### config.mk
export PLATFORM = sky130hd
export DESIGN_NAME = indexed_array_list_engine_top
export DESIGN_NICKNAME = d
export VERILOG_FILES = /design/src/hw/rtl/ials_pkg.sv /design/src/hw/rtl/ials_store.sv /design/src/hw/rtl/indexed_array_list_engine_top.sv
export SDC_FILE = /design/constraint.sdc
export NUM_CORES = 2
export LEC_CHECK = 0
export BUFFER_PORTS_ARGS = -buffer_cell sky130_fd_sc_hd__buf_4
export CORE_ASPECT_RATIO = 0.7
export CORE_MARGIN = 2
export CORE_UTILIZATION = 40
export CTS_CLUSTER_SIZE = 40
export DETAILED_ROUTE_END_ITERATION = 6
export GPL_ROUTABILITY_DRIVEN = 1
export GPL_TIMING_DRIVEN = 0
export PLACE_DENSITY_LB_ADDON = 0.15
export SLEW_MARGIN = 20
export SYNTH_ARGS = -nofsm -noshare
export SYNTH_HDL_FRONTEND = slang
export SYNTH_HIERARCHICAL = 1
export SYNTH_SLANG_ARGS = --single-unit
### constraint.sdc
create_clock -name clk -period 6 [get_ports clk]
set_input_delay 0.9 -clock clk [delete_from_list [all_inputs] [get_ports clk]]
set_output_delay 0.9 -clock clk [all_outputs]
set_load 0.01 [all_outputs]
### src/hw/rtl/ials_pkg.sv
// Shared definitions for the indexed array list engine.
// Holds sizes, operation and status codes, sequencer states and the store write request.
// No dependencies.
package ials_pkg;

  // Store geometry.
  localparam int DEPTH      = 32;
  localparam int DATA_WIDTH = 32;
  localparam int AW         = $clog2(DEPTH);
  localparam int CW         = $clog2(DEPTH + 1);

  // Requested operation of an item.
  typedef enum logic [2:0] {
    OP_APPEND = 3'd0,
    OP_INSERT = 3'd1,
    OP_EDIT   = 3'd2,
    OP_DELETE = 3'd3,
    OP_GET    = 3'd4,
    OP_FIND   = 3'd5
  } op_t;

  // Result status codes.
  typedef enum logic [2:0] {
    ST_OK       = 3'd0,
    ST_FULL     = 3'd1,
    ST_BADIDX   = 3'd2,
    ST_EMPTY    = 3'd3,
    ST_NOTFOUND = 3'd4
  } status_t;

  // Sequencer states.
  typedef enum logic [2:0] {
    S_IDLE,
    S_SHIFT_RD,
    S_SHIFT_WR,
    S_PUT,
    S_GET,
    S_FIND
  } state_t;

  // One write request into the entry store.
  typedef struct packed {
    logic                  en;
    logic [AW-1:0]         addr;
    logic [DATA_WIDTH-1:0] data;
  } wr_t;

endpackage

### src/hw/rtl/ials_store.sv
// Entry store of the indexed array list engine: one write port, one registered read port.
// Depends on ials_pkg.
module ials_store
  import ials_pkg::*;
(
  input  logic                  clk,
  input  wr_t                   wr,
  input  logic [AW-1:0]         rd_addr,
  output logic [DATA_WIDTH-1:0] rd_data
);

  logic [DATA_WIDTH-1:0] mem [DEPTH];
  logic [DATA_WIDTH-1:0] rd_data_r;

  // Write port.
  always_ff @(posedge clk) begin
    if (wr.en) begin
      mem[wr.addr] <= wr.data;
    end
  end

  // Read port with registered data.
  always_ff @(posedge clk) begin
    rd_data_r <= mem[rd_addr];
  end

  assign rd_data = rd_data_r;

endmodule

### src/hw/rtl/indexed_array_list_engine_top.sv
// Top level of the indexed array list engine.
// Depends on ials_pkg and ials_store.
//
// Usage:
// An item is taken at a rising edge with start high and busy low. It carries in_op,
// in_position and in_value. Each item gives exactly one result, shown for one cycle
// with out_valid high; the receiver cannot hold it off.
// The user must write the capacity register over cfg_valid/cfg_ready/cfg_data only
// while idle; the block does not enforce this. cfg_ready is always high.
// Reset sets the capacity to 32 and the count to zero. How each operation finishes:
//   append, edit, unused codes and errors: never busy, so such items run back to back.
//   get: the registered store read, then the result from S_GET.
//   find: S_FIND, one stored entry compared per cycle.
//   insert: read/write shifts from the end down to the position, then S_PUT; none at the end.
//   delete: read/write shifts from the position toward the end; none for the last entry.
// Insert and delete move one entry at a time through the single store port pair
// (read, then write), which sets their cost. busy stays high until the result is made.
// No clearing pass is needed after reset: only entries below the count are ever used.
module indexed_array_list_engine_top
  import ials_pkg::*;
(
  input  logic        clk,
  input  logic        rst_n,
  input  logic        start,
  output logic        busy,
  input  logic [2:0]  in_op,
  input  logic [4:0]  in_position,
  input  logic [31:0] in_value,
  output logic        out_valid,
  output logic [2:0]  out_status,
  output logic [31:0] out_read_value,
  output logic [4:0]  out_found_position,
  output logic [5:0]  out_entry_count,
  output logic        out_is_full,
  output logic        out_is_empty,
  input  logic        cfg_valid,
  output logic        cfg_ready,
  input  logic [5:0]  cfg_data
);

  state_t                state_r, state_nxt;
  logic [CW-1:0]         count_r, count_nxt;
  logic [5:0]            cap_r;
  op_t                   op_r, op_nxt;
  logic [AW-1:0]         pos_r, pos_nxt;
  logic [DATA_WIDTH-1:0] val_r, val_nxt;
  logic [AW-1:0]         idx_r, idx_nxt;
  logic                  found_r, found_nxt;
  logic [AW-1:0]         fpos_r, fpos_nxt;

  logic                  out_valid_r;
  status_t               out_status_r;
  logic [31:0]           out_read_value_r;
  logic [4:0]            out_found_position_r;
  logic [5:0]            out_entry_count_r;
  logic                  out_is_full_r;
  logic                  out_is_empty_r;

  wr_t                   wr_c;
  logic [AW-1:0]         rd_addr_c;
  logic [DATA_WIDTH-1:0] rd_data;

  logic                  fin_c;
  status_t               fin_status_c;
  logic [DATA_WIDTH-1:0] fin_rd_c;
  logic [AW-1:0]         fin_fpos_c;

  logic [CW-1:0]         cap_eff;
  logic                  full_c;
  logic                  accept_c;
  logic [CW-1:0]         in_pos_c;
  logic [DATA_WIDTH-1:0] in_val_c;
  logic                  hit_c;

  ials_store u_store (
    .clk     (clk),
    .wr      (wr_c),
    .rd_addr (rd_addr_c),
    .rd_data (rd_data)
  );

  // Effective capacity is the register capped at the store depth.
  assign cap_eff  = (CW'(cap_r) > CW'(DEPTH)) ? CW'(DEPTH) : CW'(cap_r);
  assign full_c   = count_r >= cap_eff;
  assign accept_c = start && (state_r == S_IDLE);
  assign in_pos_c = CW'(in_position);
  assign in_val_c = in_value[DATA_WIDTH-1:0];
  assign hit_c    = (rd_data == val_r);
  assign cfg_ready = 1'b1;

  // Capacity register.
  always_ff @(posedge clk) begin
    if (!rst_n) begin
      cap_r <= 6'd32;
    end else if (cfg_valid && cfg_ready) begin
      cap_r <= cfg_data;
    end
  end

  // Sequencer and control registers.
  always_ff @(posedge clk) begin
    if (!rst_n) begin
      state_r     <= S_IDLE;
      count_r     <= '0;
      out_valid_r <= 1'b0;
    end else begin
      state_r     <= state_nxt;
      count_r     <= count_nxt;
      out_valid_r <= fin_c;
    end
  end

  // Item payload, scan state and result registers.
  always_ff @(posedge clk) begin
    op_r    <= op_nxt;
    pos_r   <= pos_nxt;
    val_r   <= val_nxt;
    idx_r   <= idx_nxt;
    found_r <= found_nxt;
    fpos_r  <= fpos_nxt;
    if (fin_c) begin
      out_status_r         <= fin_status_c;
      out_read_value_r     <= 32'(fin_rd_c);
      out_found_position_r <= 5'(fin_fpos_c);
      out_entry_count_r    <= 6'(count_nxt);
      out_is_full_r        <= count_nxt >= cap_eff;
      out_is_empty_r       <= count_nxt == '0;
    end
  end

  // Next state, store accesses and result formation.
  always_comb begin
    state_nxt    = state_r;
    count_nxt    = count_r;
    op_nxt       = op_r;
    pos_nxt      = pos_r;
    val_nxt      = val_r;
    idx_nxt      = idx_r;
    found_nxt    = found_r;
    fpos_nxt     = fpos_r;
    wr_c         = '0;
    rd_addr_c    = idx_r;
    fin_c        = 1'b0;
    fin_status_c = ST_OK;
    fin_rd_c     = '0;
    fin_fpos_c   = '0;

    case (state_r)
      S_IDLE: begin
        rd_addr_c = in_position[AW-1:0];
        if (accept_c) begin
          op_nxt    = op_t'(in_op);
          pos_nxt   = in_position[AW-1:0];
          val_nxt   = in_val_c;
          found_nxt = 1'b0;
          fpos_nxt  = '0;
          case (op_t'(in_op))
            OP_APPEND: begin
              fin_c = 1'b1;
              if (full_c) begin
                fin_status_c = ST_FULL;
              end else begin
                wr_c      = '{en: 1'b1, addr: count_r[AW-1:0], data: in_val_c};
                count_nxt = count_r + CW'(1);
              end
            end
            OP_INSERT: begin
              if (full_c) begin
                fin_c        = 1'b1;
                fin_status_c = ST_FULL;
              end else if (in_pos_c > count_r) begin
                fin_c        = 1'b1;
                fin_status_c = ST_BADIDX;
              end else if (in_pos_c == count_r) begin
                // Insert at the end is an append.
                fin_c     = 1'b1;
                wr_c      = '{en: 1'b1, addr: in_position[AW-1:0], data: in_val_c};
                count_nxt = count_r + CW'(1);
              end else begin
                idx_nxt   = count_r[AW-1:0];
                state_nxt = S_SHIFT_RD;
              end
            end
            OP_EDIT: begin
              fin_c = 1'b1;
              if (in_pos_c >= count_r) begin
                fin_status_c = ST_BADIDX;
              end else begin
                wr_c = '{en: 1'b1, addr: in_position[AW-1:0], data: in_val_c};
              end
            end
            OP_DELETE: begin
              if (count_r == '0) begin
                fin_c        = 1'b1;
                fin_status_c = ST_EMPTY;
              end else if (in_pos_c >= count_r) begin
                fin_c        = 1'b1;
                fin_status_c = ST_BADIDX;
              end else if (in_pos_c == count_r - CW'(1)) begin
                // Deleting the last entry moves nothing.
                fin_c     = 1'b1;
                count_nxt = count_r - CW'(1);
              end else begin
                idx_nxt   = in_position[AW-1:0];
                state_nxt = S_SHIFT_RD;
              end
            end
            OP_GET: begin
              if (in_pos_c >= count_r) begin
                fin_c        = 1'b1;
                fin_status_c = ST_BADIDX;
              end else begin
                state_nxt = S_GET;
              end
            end
            OP_FIND: begin
              rd_addr_c = '0;
              if (count_r == '0) begin
                fin_c        = 1'b1;
                fin_status_c = ST_NOTFOUND;
              end else begin
                idx_nxt   = '0;
                state_nxt = S_FIND;
              end
            end
            default: begin
              fin_c = 1'b1;
            end
          endcase
        end
      end

      // Read the neighbor that moves into the current slot.
      S_SHIFT_RD: begin
        if (op_r == OP_INSERT) begin
          rd_addr_c = idx_r - AW'(1);
        end else begin
          rd_addr_c = idx_r + AW'(1);
        end
        state_nxt = S_SHIFT_WR;
      end

      // Write the moved entry and step toward the end of the shift.
      S_SHIFT_WR: begin
        wr_c = '{en: 1'b1, addr: idx_r, data: rd_data};
        if (op_r == OP_INSERT) begin
          idx_nxt = idx_r - AW'(1);
          if (idx_nxt == pos_r) begin
            state_nxt = S_PUT;
          end else begin
            state_nxt = S_SHIFT_RD;
          end
        end else begin
          idx_nxt = idx_r + AW'(1);
          if (CW'(idx_nxt) == count_r - CW'(1)) begin
            fin_c     = 1'b1;
            count_nxt = count_r - CW'(1);
            state_nxt = S_IDLE;
          end else begin
            state_nxt = S_SHIFT_RD;
          end
        end
      end

      // Place the inserted entry into the opened slot.
      S_PUT: begin
        wr_c      = '{en: 1'b1, addr: pos_r, data: val_r};
        count_nxt = count_r + CW'(1);
        fin_c     = 1'b1;
        state_nxt = S_IDLE;
      end

      // Read data arrived from the accepting edge.
      S_GET: begin
        fin_c     = 1'b1;
        fin_rd_c  = rd_data;
        state_nxt = S_IDLE;
      end

      // Compare one entry per cycle while the next one is being read.
      S_FIND: begin
        rd_addr_c = idx_r + AW'(1);
        found_nxt = found_r | hit_c;
        fpos_nxt  = hit_c ? idx_r : fpos_r;
        idx_nxt   = idx_r + AW'(1);
        if (CW'(idx_r) == count_r - CW'(1)) begin
          fin_c        = 1'b1;
          fin_status_c = found_nxt ? ST_OK : ST_NOTFOUND;
          fin_fpos_c   = found_nxt ? fpos_nxt : '0;
          state_nxt    = S_IDLE;
        end
      end

      default: begin
        state_nxt = S_IDLE;
      end
    endcase
  end

  assign busy               = (state_r != S_IDLE);
  assign out_valid          = out_valid_r;
  assign out_status         = out_status_r;
  assign out_read_value     = out_read_value_r;
  assign out_found_position = out_found_position_r;
  assign out_entry_count    = out_entry_count_r;
  assign out_is_full        = out_is_full_r;
  assign out_is_empty       = out_is_empty_r;

  // The count never passes the store depth.
  a_count_bound: assert property (@(posedge clk) disable iff (!rst_n)
    count_r <= CW'(DEPTH))
    else $error("entry count exceeds store depth");

  // Shifting only happens for insert and delete.
  a_shift_op: assert property (@(posedge clk) disable iff (!rst_n)
    (state_r == S_SHIFT_RD || state_r == S_SHIFT_WR) |->
      (op_r == OP_INSERT || op_r == OP_DELETE))
    else $error("shift sequence running for a non-shifting operation");

  // A find on an empty list reports not found in the next cycle.
  a_find_empty: assert property (@(posedge clk) disable iff (!rst_n)
    (accept_c && in_op == OP_FIND && count_r == '0) |=>
      (out_valid && out_status == ST_NOTFOUND && !busy))
    else $error("find on empty list did not report not found");

  // A result strobe only ever follows a finishing step.
  a_result_idle: assert property (@(posedge clk) disable iff (!rst_n)
    out_valid |-> $past(fin_c))
    else $error("result strobe without a finishing step");

endmodule

==> report_table.html <==
<table>
<tr><th>Metric</th><th>Value</th></tr>
<tr><th colspan="2">Run status</th></tr>
<tr><td>Status</td><td>finished, violations left</td></tr>
<tr><td>Violations in the final reports</td><td>design-rule violations</td></tr>
<tr><th colspan="2">Timing</th></tr>
<tr><td>Headroom to the max-slew limit</td><td>0.245</td></tr>
<tr><td>Final sum of negative setup slack</td><td>0 ps</td></tr>
<tr><td>Count of final hold-check violations</td><td>0</td></tr>
<tr><td>Crit path time final</td><td>5730 ps</td></tr>
<tr><td>FMAX</td><td>0.175 GHz</td></tr>
<tr><td>Final setup violation count</td><td>0</td></tr>
<tr><td>Portion of the clock cycle consumed by the worst path in the final layout</td><td>0.954</td></tr>
<tr><td>Transition time at the pin with the least slew margin</td><td>1120 ps</td></tr>
<tr><td>Total count of max-transition violations in the final report</td><td>0</td></tr>
<tr><td>Skew final</td><td>45.1 ps</td></tr>
<tr><td>RSZ-0062 raised after global routing</td><td>no</td></tr>
<tr><th colspan="2">Die</th></tr>
<tr><td>Total core area</td><td>118,000 um^2</td></tr>
<tr><td>Die height</td><td>293 um</td></tr>
<tr><td>Die W</td><td>417 um</td></tr>
<tr><td>Starting density of the core</td><td>0.405</td></tr>
<tr><td>Num rows</td><td>105</td></tr>
<tr><td>Die area</td><td>122,000 um^2</td></tr>
<tr><td>Count of pins on the block boundary</td><td>101</td></tr>
<tr><th colspan="2">Synthesis</th></tr>
<tr><td>Most common flop cell mapped by yosys</td><td>edfxtp_1</td></tr>
<tr><td>Mean instance size in the synthesized netlist</td><td>16.1 um^2</td></tr>
<tr><td>Combined area of all synthesized cells</td><td>47,700 um^2</td></tr>
<tr><td>Net count of the mapped netlist</td><td>3,043</td></tr>
<tr><td>Number of register bits inferred by synthesis</td><td>1,171</td></tr>
<tr><td>Share of the synthesized area in the top cell type</td><td>0.707</td></tr>
<tr><td>Yosys Warn Count</td><td>6</td></tr>
<tr><td>Post-synthesis async set-or-reset flop share</td><td>0</td></tr>
<tr><td>Syn Inst Count</td><td>2,971</td></tr>
<tr><td>Most area-hungry cell type in the Yosys netlist</td><td>edfxtp_1</td></tr>
<tr><td>Number of synthesized flops with an enable pin</td><td>1,123</td></tr>
<tr><td>Most area-consuming cells after synthesis</td><td>edfxtp_1, mux2i_1, dfxtp_1</td></tr>
<tr><td>Part of the Yosys area used for sequential elements</td><td>0.727</td></tr>
<tr><td>Unique cell type count in the Yosys netlist</td><td>79</td></tr>
<tr><th colspan="2">Final layout</th></tr>
<tr><td>Final net count</td><td>3,341</td></tr>
<tr><td>Leading cell types in the layout, fill and taps excluded</td><td>edfxtp_1, mux2i_1, buf_4, nand2_1, a21oi_1</td></tr>
<tr><td>Proportion of layout cells with a drive suffix above 1</td><td>0.154</td></tr>
<tr><td>Area used by multi-input combinational logic</td><td>12,100 um^2</td></tr>
<tr><td>Sequential cell area in the final layout</td><td>34,700 um^2</td></tr>
<tr><td>Most common cell after layout, fill and taps aside</td><td>edfxtp_1</td></tr>
<tr><td>Filler Cells Inserted</td><td>10,000</td></tr>
<tr><td>Fraction of the core area covered by cells at the end of the flow</td><td>0.472</td></tr>
<tr><td>N_diodes</td><td>0</td></tr>
<tr><td>Area delta synth-&gt;final</td><td>16.3%</td></tr>
<tr><th colspan="2">Critical path</th></tr>
<tr><td>Launching element type of the critical path</td><td>flop</td></tr>
<tr><td>Sort of element at the end of the critical path</td><td>flop</td></tr>
<tr><td>Worst path arrival time</td><td>5810 ps</td></tr>
<tr><td>Crit Path Class</td><td>reg -&gt; reg</td></tr>
<tr><td>WP data required</td><td>6080 ps</td></tr>
<tr><td>Maximum fanout along the worst path</td><td>32</td></tr>
<tr><th colspan="2">Power</th></tr>
<tr><td>Internal power</td><td>14.0 mW</td></tr>
<tr><td>Overall power consumption</td><td>19.5 mW</td></tr>
<tr><td>Switching share of power</td><td>0.282</td></tr>
<tr><td>Pwr/cell area</td><td>352 nW/um^2</td></tr>
<tr><td>Switching power</td><td>5.52 mW</td></tr>
<tr><td>Power share of the combinational group</td><td>0.167</td></tr>
<tr><td>Register share of total power</td><td>0.485</td></tr>
<tr><td>Leak</td><td>19.5 nW</td></tr>
<tr><td>Part of the total power dissipated in the clock network</td><td>0.348</td></tr>
<tr><td>Maximum VDD drop</td><td>0.259 mV</td></tr>
<tr><th colspan="2">Drt</th></tr>
<tr><td>Routed vias</td><td>28,100</td></tr>
<tr><td># DRC</td><td>17</td></tr>
<tr><td>Average via count per standard cell</td><td>5.71</td></tr>
<tr><td>Mean routed wirelength per cell</td><td>28.1 um</td></tr>
<tr><td>Post-detailed-route count of antenna-violating nets</td><td>0</td></tr>
<tr><td>Total wire length after detailed routing</td><td>138 mm</td></tr>
<tr><td>Violation count after the first detailed-routing iteration</td><td>3,405</td></tr>
<tr><td>Drt first pass iters</td><td>7</td></tr>
<tr><th colspan="2">Global routing</th></tr>
<tr><td>Total GRT Usage</td><td>0.222</td></tr>
<tr><td>Via count of the first global-routing pass</td><td>27,000</td></tr>
<tr><td>Number of antenna violations at the first check in global routing</td><td>1</td></tr>
<tr><td>Total gr overflow</td><td>0</td></tr>
<tr><td>Maximum number of pins on one net before global-route repair</td><td>35</td></tr>
<tr><td>Wire length of the first global-routing pass</td><td>196 mm</td></tr>
<tr><th colspan="2">Clock tree</th></tr>
<tr><td>Cell at the root of the clock tree</td><td>clkbuf_16</td></tr>
<tr><td>H-tree Lvls</td><td>3</td></tr>
<tr><td>Clock Path Buffers</td><td>3</td></tr>
<tr><td>Number of clock buffers inserted by TritonCTS</td><td>110</td></tr>
<tr><td>Clk_lat worst skew</td><td>740 ps</td></tr>
<tr><td>Number of buffers added to fix hold violations after cts</td><td>0</td></tr>
<tr><td>Sink Count</td><td>1,171</td></tr>
<tr><td>CTS clock-pin slew for the worst setup and hold paths</td><td>70 ps</td></tr>
<tr><td>CTS tree</td><td>done</td></tr>
<tr><th colspan="2">Place</th></tr>
<tr><td>Final estimated routing congestion in global placement</td><td>0.892</td></tr>
<tr><td>Half-perimeter wire length of the detailed placement result</td><td>94.1 mm</td></tr>
<tr><td>Number of port buffers</td><td>98</td></tr>
<tr><th colspan="2">Flow run</th></tr>
<tr><td>Max-cap violation count</td><td>0</td></tr>
<tr><th colspan="2">Worst hold path</th></tr>
<tr><td>Min-delay worst type</td><td>in -&gt; reg</td></tr>
</table>
logic make-up after synthesis:
| group | synth area share |
|---|---|
| buffers and inverters | 0.0244 |
| DFF | 0.727 |
| other | 0.0000786 |
| muxes | 0.109 |
| xor gates and xnor gates | 0.0119 |
| and+or+nand+nor | 0.0533 |
| adders and majority gates | 0.00577 |
| AOI/OAI and AO/OA | 0.0684 |
cell usage after synthesis (41+ instances only):
library cell / count
a31oi_1: 41
dfxtp_1: 48
a22oi_1: 112
edfxtp_1: 1123
nand2_1: 150
nor3_1: 44
nor2_1: 68
mux2i_1: 520
xnor2_1: 53
clkbuf_1: 79
a21oi_1: 125
inv_1: 53
and2_1: 46
nand3_1: 110
a22o_1: 66
final cells by class:
cell class / count / share of cell area
sequential: 1171 / 0.625
multi-input combinational: 1572 / 0.219
clock buffer: 143 / 0.0531
timing repair buffer: 189 / 0.0375
tap: 1551 / 0.0350
buffer: 172 / 0.0173
clock inverter: 65 / 0.0102
inverter: 53 / 0.00358
worst paths after layout:
path	cells after the start	slack, ps	startpoint	end
worst min register to register	2	530	cap_r[0]	cap_r[0]
worst min-delay path	1	360	in_value[23]	val_r[23]
worst max-delay path	13	270	count_r[0]	u_store/mem[22][4]
worst max register to register	13	270	count_r[0]	u_store/mem[22][4]
timing repair:
action,4_1_cts,5_1_grt
setup endpoints to repair,1047,607
pin swaps,19,0
gates resized for setup,5,3
buffers inserted,53,0
power by group through the flow:
| stage | Sequential, mW | Clock [mW] | Combinational, mW |
|---|---|---|---|
| 3_3_place_gp | 9.65 | 0 | 3.18 |
| 4_1_cts | 9.47 | 6.91 | 3.25 |
| 5_1_grt | 9.49 | 7.24 | 3.45 |
| 3_5_place_dp | 9.65 | 0 | 3.23 |
| 2_1_floorplan | 9.52 | 0 | 1.93 |
| 6_report | 9.48 | 6.79 | 3.27 |
layer usage:
metal  track usage  part of all wire  wire length, um
met5             0                 0                0
met4        0.0482             0.019             2640
met3        0.0383             0.074            10300
met2         0.318              0.42            58500
met1         0.352              0.48            66700
stage by stage:
step	cells	setup WS, ps	cell area (um^2)	hold WS [ps]
after floorplan	2971	507	47700	474
after CTS	4917	119	55500	316
after global routing	4916	26.0	55500	312
after global placement	4620	-2980	50400	504
final	4916	275	55500	358
after detailed placement	4658	-1060	51400	510
flip-flops by register name, summed over array words and instances (netlist names), 3 cells and up:
register,flops
state_r,3
u_store/rd_data,32
cap_r,6
out_found_position,5
fpos_r,5
op_r,3
out_read_value,32
u_store/mem,1024
out_status,3
idx_r,5
out_entry_count,6
pos_r,5
val_r,32
count_r,6
worst max-delay path, cell delays in order (launching register included):
cell      delay (ps)
dfxtp_1          570
clkbuf_2         330
inv_1            150
ha_1             290
nand2b_1          90
a21oi_1           60
o21ai_0          680
inv_2            330
a22o_1           410
nor2_1           150
nor2_2           100
clkbuf_1         320
a222oi_1         510
clkinv_1        1020
Power figures use the tool's default switching activity.
